[config.mk]
export PLATFORM = sky130hd
export DESIGN_NAME = lpsa_cell
export DESIGN_NICKNAME = d
export VERILOG_FILES = /design/src/assert_macros.svh /design/src/lpsa_pkg.sv /design/src/lpsa_cell.sv
export SDC_FILE = /design/constraint.sdc
export NUM_CORES = 1
export LEC_CHECK = 0
export BUFFER_PORTS_ARGS = -buffer_cell sky130_fd_sc_hd__buf_2
export CELL_PAD_IN_SITES_DETAIL_PLACEMENT = 1
export CELL_PAD_IN_SITES_GLOBAL_PLACEMENT = 1
export CORE_UTILIZATION = 32
export CTS_BUF_LIST = sky130_fd_sc_hd__clkbuf_16
export DETAILED_ROUTE_END_ITERATION = 10
export PLACE_DENSITY_LB_ADDON = 0.1
export SETUP_SLACK_MARGIN = 0.05
export SYNTH_ARGS = -nofsm -noshare
export SYNTH_HDL_FRONTEND = slang
export SYNTH_SLANG_ARGS = --single-unit
[constraint.sdc]
create_clock -name i_clk -period 1.9 [get_ports i_clk]
set_clock_uncertainty 0.1 [all_clocks]
set_input_delay 0.19 -clock i_clk [delete_from_list [all_inputs] [get_ports i_clk]]
set_output_delay 0.19 -clock i_clk [all_outputs]
set_load 0.05 [all_outputs]
[src/assert_macros.svh]
// Assertion helpers for the allocator RTL.
`ifndef ASSERT_MACROS_SVH
`define ASSERT_MACROS_SVH

// The consequent must hold in the same cycle as the antecedent.
`define ASSERT_IMPLIES(label, clk, rst_n, ante, cons) \
    label: assert property (@(posedge clk) disable iff (!(rst_n)) (ante) |-> (cons)) \
        else $error("implication check failed");

// The consequent must hold in the cycle after the antecedent.
`define ASSERT_NEXT(label, clk, rst_n, ante, cons) \
    label: assert property (@(posedge clk) disable iff (!(rst_n)) (ante) |=> (cons)) \
        else $error("next-cycle check failed");

`endif

[src/lpsa_pkg.sv]
package lpsa_pkg;

    // Fixed field widths.
    localparam int REQ_W  = 16;
    localparam int LEN_W  = 12;
    localparam int OFS_W  = 16;
    // Wide enough for a request plus a header, and for a whole page.
    localparam int CALC_W = 18;

    localparam logic [LEN_W-1:0] MAX_LEN_RESET = 12'd512;

    typedef enum logic {
        OP_ALLOC = 1'b0,
        OP_FREE  = 1'b1
    } t_opcode;

    typedef enum logic [1:0] {
        ST_OK       = 2'd0,
        ST_TOO_LONG = 2'd1,
        ST_EMPTY    = 2'd2,
        ST_NO_ROOM  = 2'd3
    } t_status;

    typedef struct packed {
        t_opcode          opcode;
        logic [REQ_W-1:0] req_len;
    } t_in_beat;

    typedef struct packed {
        t_status          status;
        logic [OFS_W-1:0] data_offset;
        logic [LEN_W-1:0] freed_len;
        logic             page_grow;
        logic             page_release;
    } t_out_beat;

    // Shift command broadcast to every stack cell.
    typedef struct packed {
        logic push;
        logic pop;
    } t_stack_cmd;

endpackage

[src/lpsa_cell.sv]
module lpsa_cell #(
    parameter int ENTRY_W = 25
) (
    input  logic                i_clk,
    input  lpsa_pkg::t_stack_cmd i_cmd,
    input  logic [ENTRY_W-1:0]  i_from_above,
    input  logic [ENTRY_W-1:0]  i_from_below,
    output logic [ENTRY_W-1:0]  o_entry
);
    import lpsa_pkg::*;

    logic [ENTRY_W-1:0] r_entry;

    // A push moves every entry one cell deeper; a pop moves it one cell up.
    always_ff @(posedge i_clk) begin
        priority if (i_cmd.push) begin
            r_entry <= i_from_above;
        end else if (i_cmd.pop) begin
            r_entry <= i_from_below;
        end else begin
            r_entry <= r_entry;
        end
    end

    assign o_entry = r_entry;

endmodule

==> results of run 1 <==
-- metal layers --
metal	share of wire, %	GRT usage [%]	vias up
li1	-	-	374
met4	0.66	3.488	0
met1	39	15.43	358
met2	52	24.04	46
met5	0	0	-
met3	8.1	2.757	2
-- power groups by stage --
stage | sequential [mW] | combinational [mW] | clock (mW)
6_report | 0.691 | 0.421 | 0.457
5_1_grt | 0.697 | 0.441 | 0.500
4_1_cts | 0.692 | 0.425 | 0.471
3_5_place_dp | 0.704 | 0.424 | 0
3_3_place_gp | 0.700 | 0.419 | 0
2_1_floorplan | 0.922 | 0.0923 | 0
-- cell type report --
| type | instances | area [um^2] |
|---|---|---|
| timing repair buffer | 81 | 415.4 |
| tap | 46 | 57.56 |
| fill | 374 | 1754 |
| multi-input combinational | 26 | 359.1 |
| clock inverter | 1 | 3.754 |
| clock buffer | 3 | 75.07 |
| sequential | 25 | 750.7 |
-- cell usage after synthesis (all sizes together) --
cell type	n	share of area, %
edfxtp	25	65
mux2	25	30
buf	3	4.4
or2	1	0.54
-- layout by cell type (no fill, tap or decap) --
cell,synthesis,routed
sky130_fd_sc_hd__buf_2,0,77
sky130_fd_sc_hd__clkbuf_16,0,3
sky130_fd_sc_hd__mux2_4,19,19
sky130_fd_sc_hd__edfxtp_1,25,25
sky130_fd_sc_hd__buf_4,0,4
sky130_fd_sc_hd__or2_1,1,1
sky130_fd_sc_hd__inv_1,0,1
sky130_fd_sc_hd__mux2_2,6,6
-- worst max-delay path by stage --
| stage | from | end |
|---|---|---|
| 2_1_floorplan | i_cmd[1] | o_entry[0] |
| 3_3_place_gp | i_cmd[1] | o_entry[1] |
| 3_5_place_dp | i_cmd[1] | o_entry[1] |
| 4_1_cts | i_cmd[1] | o_entry[1] |
| 5_1_grt | i_cmd[1] | o_entry[1] |
| 6_report | i_cmd[1] | o_entry[1] |
-- metrics by stage --
step	setup slack, ns	area, um^2
3_5_place_dp	0.4306	1583
4_1_cts	0.7009	1662
6_report	0.7149	1662
2_1_floorplan	0.3542	1161
5_1_grt	0.6697	1662
3_3_place_gp	0.4593	1583
-- logic make-up after synthesis --
group         share of synthesized area [%]
mux                                   30.39
flops                                 64.66
buf+inv                               4.418
simple gates                         0.5391
==> impl_metrics.py, run 1 <==
metrics = {
    "setup_path": {
        "cp_cell_sequence": "buf_2 -> buf_4 -> mux2_2",
        "required_ns": 1.81,
        "critPathBufInv": 2,
        "crit_path_max_incr_delay_ns": 0.34,
        "worst-path-stages": 3,
        "cpMaxStageDelayCell": "sky130_fd_sc_hd__mux2_2",
        "cp_max_fo": 13,
        "timing.critical_path.arrival_ns": 1.09,
        "worst_setup_path_end_kind": "flip-flop",
        "setup.worst_path.class": "primary input to flip-flop",
        "crit_path_start_kind": "primary input",
        "critical_path.top_delay_family": "buffers and inverters",
    },
    "global_route": {
        "pin_count_of_the_biggest_net_entering_global_routing": 15,
        "grt_pass1_vias": 850,
        "global_route.overflow_total": 0,
        "grt_use_total_pct": 13.13,
        "antenna_violations_before_repair": 0,
        "grt_pass1_wl_um": 3926,
    },
    "sta": {
        "timing.hold.ws_ns": 0.1341,
        "report.final.hold_viol_count": 0,
        "period_share_pct": 62.37,
        "period_minus_slack_ns": 1.185,
        "tightestPinTransition_ns": 0.3227,
        "achievable-frequency_mhz": 843.8,
        "setup_viol_count_final": 0,
        "relSlewSlack_pct": 78.49,
        "setup_repair_after_global_routing_missed_its_margin": "false",
        "tns_ns": 0,
        "finalMaxSlewViolations": 0,
    },
    "cells_and_area": {
        "syn2layout_area_growth_pct": 43.10,
        "layout-drive-gt1-share_pct": 80.15,
        "diodes": 0,
        "largest_register_ffs": 25,
        "final_core_utilization_pct": 48.64,
        "layout.nets": 190,
        "final_cell_count_no_fill": 182,
    },
    "worst_hold_path": {
        "whs_path_depth": 2,
        "destination_of_the_worst_hold_path": "o_entry[7]",
        "hold_start": "i_from_above[7]",
        "hp-class": "primary input to flip-flop",
    },
    "power_and_ir_drop": {
        "power.net_switching_mw": 0.4730,
        "power.total_mw": 1.569,
        "vdd_ir_drop_max_mv": 0.4065,
        "share_clk_of_total_power_pct": 29.1,
        "p_comb_share_pct": 26.8,
        "power_report.internal_total_mw": 1.096,
        "power.density_nw_per_um2": 944.1,
        "lkg_pwr_nw": 0.7999,
        "power.share.sequential_pct": 44.1,
        "net_switching_fraction_of_the_power_pct": 30.15,
    },
    "clocking": {
        "clk_root_buffer_cell": "sky130_fd_sc_hd__clkbuf_16",
        "htree_num_levels": 1,
        "cts.path.max_buffers": 2,
        "cts_tree": "yes",
        "resized_after_cts": 0,
        "holdBufCountCts": 0,
        "cts.repair_timing.setup_buffer_count": 0,
        "numClockSinks": 25,
        "cts.clk_slew.worst_paths_ns": 0.06,
        "tritoncts.num_buffers": 3,
    },
    "detailed_routing": {
        "via_per_inst": 4.286,
        "via_count": 780,
        "drt_wl_total_um": 2413,
        "drt.antenna.violating_nets": 0,
        "drt-wirelength-per-cell_um": 13.26,
        "drt_iter0_drc": 5,
        "drt_drc_violations_left": 0,
        "drt-pass1-iter-count": 2,
    },
    "logic_synthesis": {
        "syn-cell-area_um2": 1161,
        "syn_area_per_cell_um2": 21.50,
        "syn_inst_count": 54,
        "sequential_element_share_of_the_synthesized_area_pct": 64.66,
        "synthesis.nets": 107,
        "ys_seq_elements": 25,
        "synth.lib_cells_used.distinct": 6,
        "yosys_warnings": 0,
    },
    "floorplanning": {
        "die_w_um": 62.24,
        "floorplan.die.height_um": 62.24,
        "std_cell_rows": 21,
        "effective_utilization_at_floorplan_pct": 33.99,
        "die-area_um2": 3873,
        "area_of_the_core_um2": 3416,
        "pin_count": 78,
    },
    "run": {
        "maxCapViolCount": 0,
    },
    "place": {
        "placed_cells": 178,
        "buffer_ports.inserted": 77,
        "hpwl_after_detailed_placement_um": 1867,
        "place_congestion": 0.7346,
    },
    "run_status": {
        "outcome": "finished, final reports clean",
    },
}
Power figures use the tool's default switching activity.
==> inputs of run 2 (changes only) <==
--- a/config.mk
+++ b/config.mk
@@ -8,7 +8,7 @@
 export BUFFER_PORTS_ARGS = -buffer_cell sky130_fd_sc_hd__buf_2
 export CELL_PAD_IN_SITES_DETAIL_PLACEMENT = 1
 export CELL_PAD_IN_SITES_GLOBAL_PLACEMENT = 1
-export CORE_UTILIZATION = 32
+export CORE_UTILIZATION = 29
 export CTS_BUF_LIST = sky130_fd_sc_hd__clkbuf_16
 export DETAILED_ROUTE_END_ITERATION = 10
 export PLACE_DENSITY_LB_ADDON = 0.1
==> constraint.sdc (replaced) <==
create_clock -name i_clk -period 1.04 [get_ports i_clk]
set_clock_uncertainty 0.1 [all_clocks]
set_input_delay 0.104 -clock i_clk [delete_from_list [all_inputs] [get_ports i_clk]]
set_output_delay 0.104 -clock i_clk [all_outputs]
set_load 0.05 [all_outputs]
==> run 2 against run 1 <==
  * Flip-flop and latch count did not move
  * Power rose by 93%
  * Cell count did not move
  * Critical path depth fell by 2
  * Global-route usage fell by 1.4 points
  * Non-clock buffer count fell by 2
  * Core utilization rose by 0.35 points
  * Sequential power rose by 87%
  * Die area rose by 10%
  * Highest routed layer unchanged
==> impl_metrics.py, run 2 (synthesis gave the netlist of run 1 again) <==
metrics = {
    "run_status": {
        "outcome": "finished, final reports clean",
    },
    "sta": {
        "timing.hold.ws_ns": 0.04688,
        "setup_viol_count_final": 0,
        "report.final.hold_viol_count": 0,
        "period_share_pct": 99.25,
        "setup_repair_after_global_routing_missed_its_margin": "true",
        "relSlewSlack_pct": 77.20,
        "tightestPinTransition_ns": 0.3420,
        "finalWorstSetupSlack_ns": 0.007832,
        "period_minus_slack_ns": 1.032,
        "finalMaxSlewViolations": 0,
        "achievable-frequency_mhz": 968.8,
    },
    "cells_and_area": {
        "final_cell_count_no_fill": 182,
        "syn2layout_area_growth_pct": 57.97,
        "layout-drive-gt1-share_pct": 81.34,
        "diodes": 0,
        "fillCellCount": 389,
        "layout_common_cells": "sky130_fd_sc_hd__buf_2 (52), sky130_fd_sc_hd__edfxtp_1 (25), sky130_fd_sc_hd__buf_6 (25)",
        "layout.area.seq_um2": 750.7,
        "layout.nets": 188,
        "layout_commonest_cell": "sky130_fd_sc_hd__buf_2",
        "area_of_the_multi_input_gates_um2": 361.6,
        "layout.cell_area.non_filler_um2": 1834,
        "largest_register_ffs": 25,
    },
    "floorplanning": {
        "effective_utilization_at_floorplan_pct": 31.02,
        "die_w_um": 65.28,
        "pin_count": 78,
        "floorplan.die.height_um": 65.28,
        "area_of_the_core_um2": 3744,
        "die-area_um2": 4261,
        "std_cell_rows": 22,
    },
    "setup_path": {
        "cp_cell_sequence": "buf_6",
        "required_ns": 0.84,
        "cpMaxStageDelayCell": "sky130_fd_sc_hd__edfxtp_1",
        "worst_setup_path_end_kind": "primary output",
        "crit_path_max_incr_delay_ns": 0.40,
        "timing.critical_path.arrival_ns": 0.83,
        "crit_path_start_kind": "flip-flop",
        "cp_max_fo": 1,
        "setup.worst_path.class": "flip-flop to primary output",
        "critical_path.top_delay_family": "flip-flops",
        "critPathBufInv": 1,
    },
    "place": {
        "place_congestion": 0.6561,
        "hpwl_after_detailed_placement_um": 1859,
        "placed_cells": 178,
        "buffer_ports.inserted": 77,
        "placement.setup.worst_slack_ns": -0.1104,
        "dpl-instance-area_um2": 1598,
    },
    "global_route": {
        "antenna_violations_before_repair": 0,
        "global_route.overflow_total": 0,
        "grt_use_total_pct": 11.74,
        "grt_pass1_vias": 846,
        "pin_count_of_the_biggest_net_entering_global_routing": 26,
        "grt_pass1_wl_um": 3719,
    },
    "clocking": {
        "cts_tree": "yes",
        "holdBufCountCts": 0,
        "tritoncts.num_buffers": 3,
        "cts.path.max_buffers": 2,
        "cts.repair_timing.setup_buffer_count": 0,
        "htree_num_levels": 1,
        "cts.clk_slew.worst_paths_ns": 0.06,
        "numClockSinks": 25,
        "clk_root_buffer_cell": "sky130_fd_sc_hd__clkbuf_16",
    },
    "detailed_routing": {
        "drt_iter0_drc": 10,
        "drt_wl_total_um": 2386,
        "drt-wirelength-per-cell_um": 13.11,
        "via_per_inst": 4.176,
        "drt.antenna.violating_nets": 0,
        "via_count": 760,
        "drt_drc_violations_left": 0,
        "drt-pass1-iter-count": 5,
    },
    "run": {
        "maxCapViolCount": 0,
    },
    "power_and_ir_drop": {
        "lkg_pwr_nw": 0.8531,
        "vdd_ir_drop_max_mv": 0.5704,
        "power.density_nw_per_um2": 1648,
    },
    "worst_hold_path": {
        "hp-class": "primary input to flip-flop",
    },
}
-- run 2: cell types whose count changed in the layout (fill, tap and decap cells not counted) --
cell,change
sky130_fd_sc_hd__or2_4,+1
sky130_fd_sc_hd__inv_1,-1
sky130_fd_sc_hd__buf_12,+2
sky130_fd_sc_hd__buf_4,-4
sky130_fd_sc_hd__buf_2,-25
sky130_fd_sc_hd__or2_1,-1
sky130_fd_sc_hd__buf_6,+25
sky130_fd_sc_hd__clkinv_2,+1
-- run 2: what timing repair did --
action,4_1_cts,5_1_grt
setup endpoints to repair,25,25
cloned,0,0
gates resized for setup,50,0
-- run 2: area by class of cell --
class,instances,area share (%)
clock buffer,3,4.093
tap,48,3.274
multi-input combinational,26,19.71
sequential,25,40.93
timing repair buffer,79,31.72
clock inverter,1,0.2729
-- run 2: metal layers --
metal / vias to the layer above / global-route usage, % / part of all wire [%]
met5: - / 0 / 0
met4: 0 / 3.261 / 0.92
met3: 2 / 4.514 / 9.8
met2: 43 / 21.26 / 50
met1: 345 / 12.56 / 39
li1: 370 / - / -
-- run 2: worst paths after layout --
path | startpoint | end | slack (ns) | cells after the start
max | o_entry[9] | o_entry[9] | 0.008 | 1
min | i_from_below[3] | o_entry[3] | 0.05 | 2
-- run 2: power breakdown --
group | total (mW) | switching [mW] | internal [mW]
combinational | 0.905 | 0.517 | 0.388
sequential | 1.29 | 0.0527 | 1.24
clock | 0.823 | 0.307 | 0.516
-- run 2: per-stage QoR --
stage / util (%) / power (mW) / setup TNS (ns)
after detailed placement: 42.68 / 2.070 / -2.631
after floorplan: - / 1.859 / -0.7082
after global routing: 49.00 / 3.128 / -0.05044
after global placement: 42.68 / 2.059 / -2.027
final: 49.00 / 3.022 / 0
after CTS: 49.00 / 3.061 / 0
==> inputs of run 3 (changes only) <==
--- a/config.mk
+++ b/config.mk
@@ -8,11 +8,13 @@
 export BUFFER_PORTS_ARGS = -buffer_cell sky130_fd_sc_hd__buf_2
 export CELL_PAD_IN_SITES_DETAIL_PLACEMENT = 1
 export CELL_PAD_IN_SITES_GLOBAL_PLACEMENT = 1
+export CORE_ASPECT_RATIO = 0.8
 export CORE_UTILIZATION = 29
 export CTS_BUF_LIST = sky130_fd_sc_hd__clkbuf_16
 export DETAILED_ROUTE_END_ITERATION = 10
 export PLACE_DENSITY_LB_ADDON = 0.1
 export SETUP_SLACK_MARGIN = 0.05
+export SLEW_MARGIN = 20
 export SYNTH_ARGS = -nofsm -noshare
 export SYNTH_HDL_FRONTEND = slang
 export SYNTH_SLANG_ARGS = --single-unit
==> run 3 against run 2 <==
  * Sequential power is essentially flat
  * Setup slack improved by 0.0062 ns
  * First-iteration DRC count rose to 2.9 times the previous value
  * Cell area up 0.61%
  * Flip-flop and latch count is the same
  * Clock power rose by 5.1%
  * Clock-buffer cell count is the same
  * Largest cell class unchanged
  * Largest power group unchanged
  * Highest routed layer unchanged
==> impl_metrics.py, run 3 (synthesis gave the netlist of run 1 again) <==
metrics = {
    "sta": {
        "tightestPinTransition_ns": 0.3660,
        "relSlewSlack_pct": 75.60,
        "achievable-frequency_mhz": 974.7,
        "finalMaxSlewViolations": 0,
        "period_minus_slack_ns": 1.026,
        "period_share_pct": 98.65,
        "finalWorstSetupSlack_ns": 0.01407,
        "setup_repair_after_global_routing_missed_its_margin": "true",
        "tns_ns": 0,
        "setup_viol_count_final": 0,
        "report.final.hold_viol_count": 0,
        "timing.hold.ws_ns": 0.04343,
    },
    "setup_path": {
        "critPathBufInv": 1,
        "worst_setup_path_end_kind": "primary output",
        "cp_cell_sequence": "buf_6",
        "timing.critical_path.arrival_ns": 0.82,
        "cp_max_fo": 1,
        "cpMaxStageDelayCell": "sky130_fd_sc_hd__edfxtp_1",
        "required_ns": 0.84,
        "worst-path-stages": 1,
        "setup.worst_path.class": "flip-flop to primary output",
        "critical_path.top_delay_family": "flip-flops",
        "crit_path_start_kind": "flip-flop",
        "crit_path_max_incr_delay_ns": 0.40,
    },
    "floorplanning": {
        "area_of_the_core_um2": 3804,
        "std_cell_rows": 20,
        "pin_count": 78,
        "floorplan.die.height_um": 58.60,
        "die_w_um": 72.75,
        "effective_utilization_at_floorplan_pct": 30.53,
        "die-area_um2": 4262,
    },
    "global_route": {
        "grt_use_total_pct": 11.92,
        "grt_pass1_vias": 828,
        "antenna_violations_before_repair": 0,
        "pin_count_of_the_biggest_net_entering_global_routing": 26,
        "grt_pass1_wl_um": 3719,
        "global_route.overflow_total": 0,
    },
    "place": {
        "placement.setup.worst_slack_ns": -0.1016,
        "hpwl_after_detailed_placement_um": 1897,
        "dpl-instance-area_um2": 1607,
        "placed_cells": 185,
        "buffer_ports.inserted": 77,
        "place_congestion": 0.6252,
    },
    "detailed_routing": {
        "drt-pass1-iter-count": 2,
        "drt.antenna.violating_nets": 0,
        "drt_wl_total_um": 2487,
        "via_count": 780,
        "via_per_inst": 4.127,
        "drt_drc_violations_left": 0,
        "drt-wirelength-per-cell_um": 13.16,
        "drt_iter0_drc": 29,
    },
    "cells_and_area": {
        "final_cell_count_no_fill": 189,
        "layout_common_cells": "sky130_fd_sc_hd__buf_2 (52), sky130_fd_sc_hd__edfxtp_1 (25), sky130_fd_sc_hd__buf_6 (25)",
        "layout-drive-gt1-share_pct": 81.34,
        "largest_register_ffs": 25,
        "diodes": 0,
        "syn2layout_area_growth_pct": 58.94,
        "layout.cell_area.non_filler_um2": 1846,
        "layout_commonest_cell": "sky130_fd_sc_hd__buf_2",
        "layout.nets": 188,
        "final_core_utilization_pct": 48.52,
    },
    "clocking": {
        "cts.clk_slew.worst_paths_ns": 0.07,
        "cts.repair_timing.setup_buffer_count": 0,
        "clk_root_buffer_cell": "sky130_fd_sc_hd__clkbuf_16",
        "cts_tree": "yes",
        "holdBufCountCts": 0,
        "numClockSinks": 25,
        "cts.path.max_buffers": 2,
        "htree_num_levels": 1,
        "tritoncts.num_buffers": 3,
    },
    "power_and_ir_drop": {
        "vdd_ir_drop_max_mv": 0.7952,
        "power.density_nw_per_um2": 1659,
        "power.total_mw": 3.062,
        "lkg_pwr_nw": 0.8493,
    },
    "worst_hold_path": {
        "whs_path_depth": 2,
        "hp-class": "primary input to flip-flop",
    },
    "run_status": {
        "outcome": "finished, final reports clean",
    },
    "run": {
        "maxCapViolCount": 0,
    },
}
## run 3: cell count changes in the layout (fill, tap and decap cells not counted), sizes merged
cell      before  now
clkinv         1    0
clkinvlp       0    1
## run 3: routing by layer
layer	vias up	share of wire [%]	global-route usage, %
met3	2	11	6.507
met5	-	0	0
li1	370	-	-
met1	366	35	11.50
met4	0	0.68	3.361
met2	42	53	22.03
## run 3: final timing paths
| kind | start | to | slack (ns) |
|---|---|---|---|
| hold / removal | i_from_above[8] | o_entry[8] | 0.04 |
| setup / recovery | o_entry[7] | o_entry[7] | 0.01 |
## run 3: repair_timing
| item | 4_1_cts | 5_1_grt |
|---|---|---|
| endpoints found under the setup margin | 25 | 25 |
| hold endpoints to repair | 0 | 0 |
| resized for setup | 50 | 0 |
| pin swaps | 0 | 0 |
## run 3: cell type report
class,instances,area (um^2)
Clock buffer,3,75.07
Fill cell,408,1958
Sequential cell,25,750.7
Tap cell,55,68.82
Clock inverter,1,7.507
Timing Repair Buffer,79,581.8
Multi-Input combinational cell,26,361.6
## run 3: where the power goes
part | switching [mW] | internal, mW
combinational | 0.521 | 0.388
sequential | 0.0478 | 1.24
clock | 0.343 | 0.522
total | 0.912 | 2.15
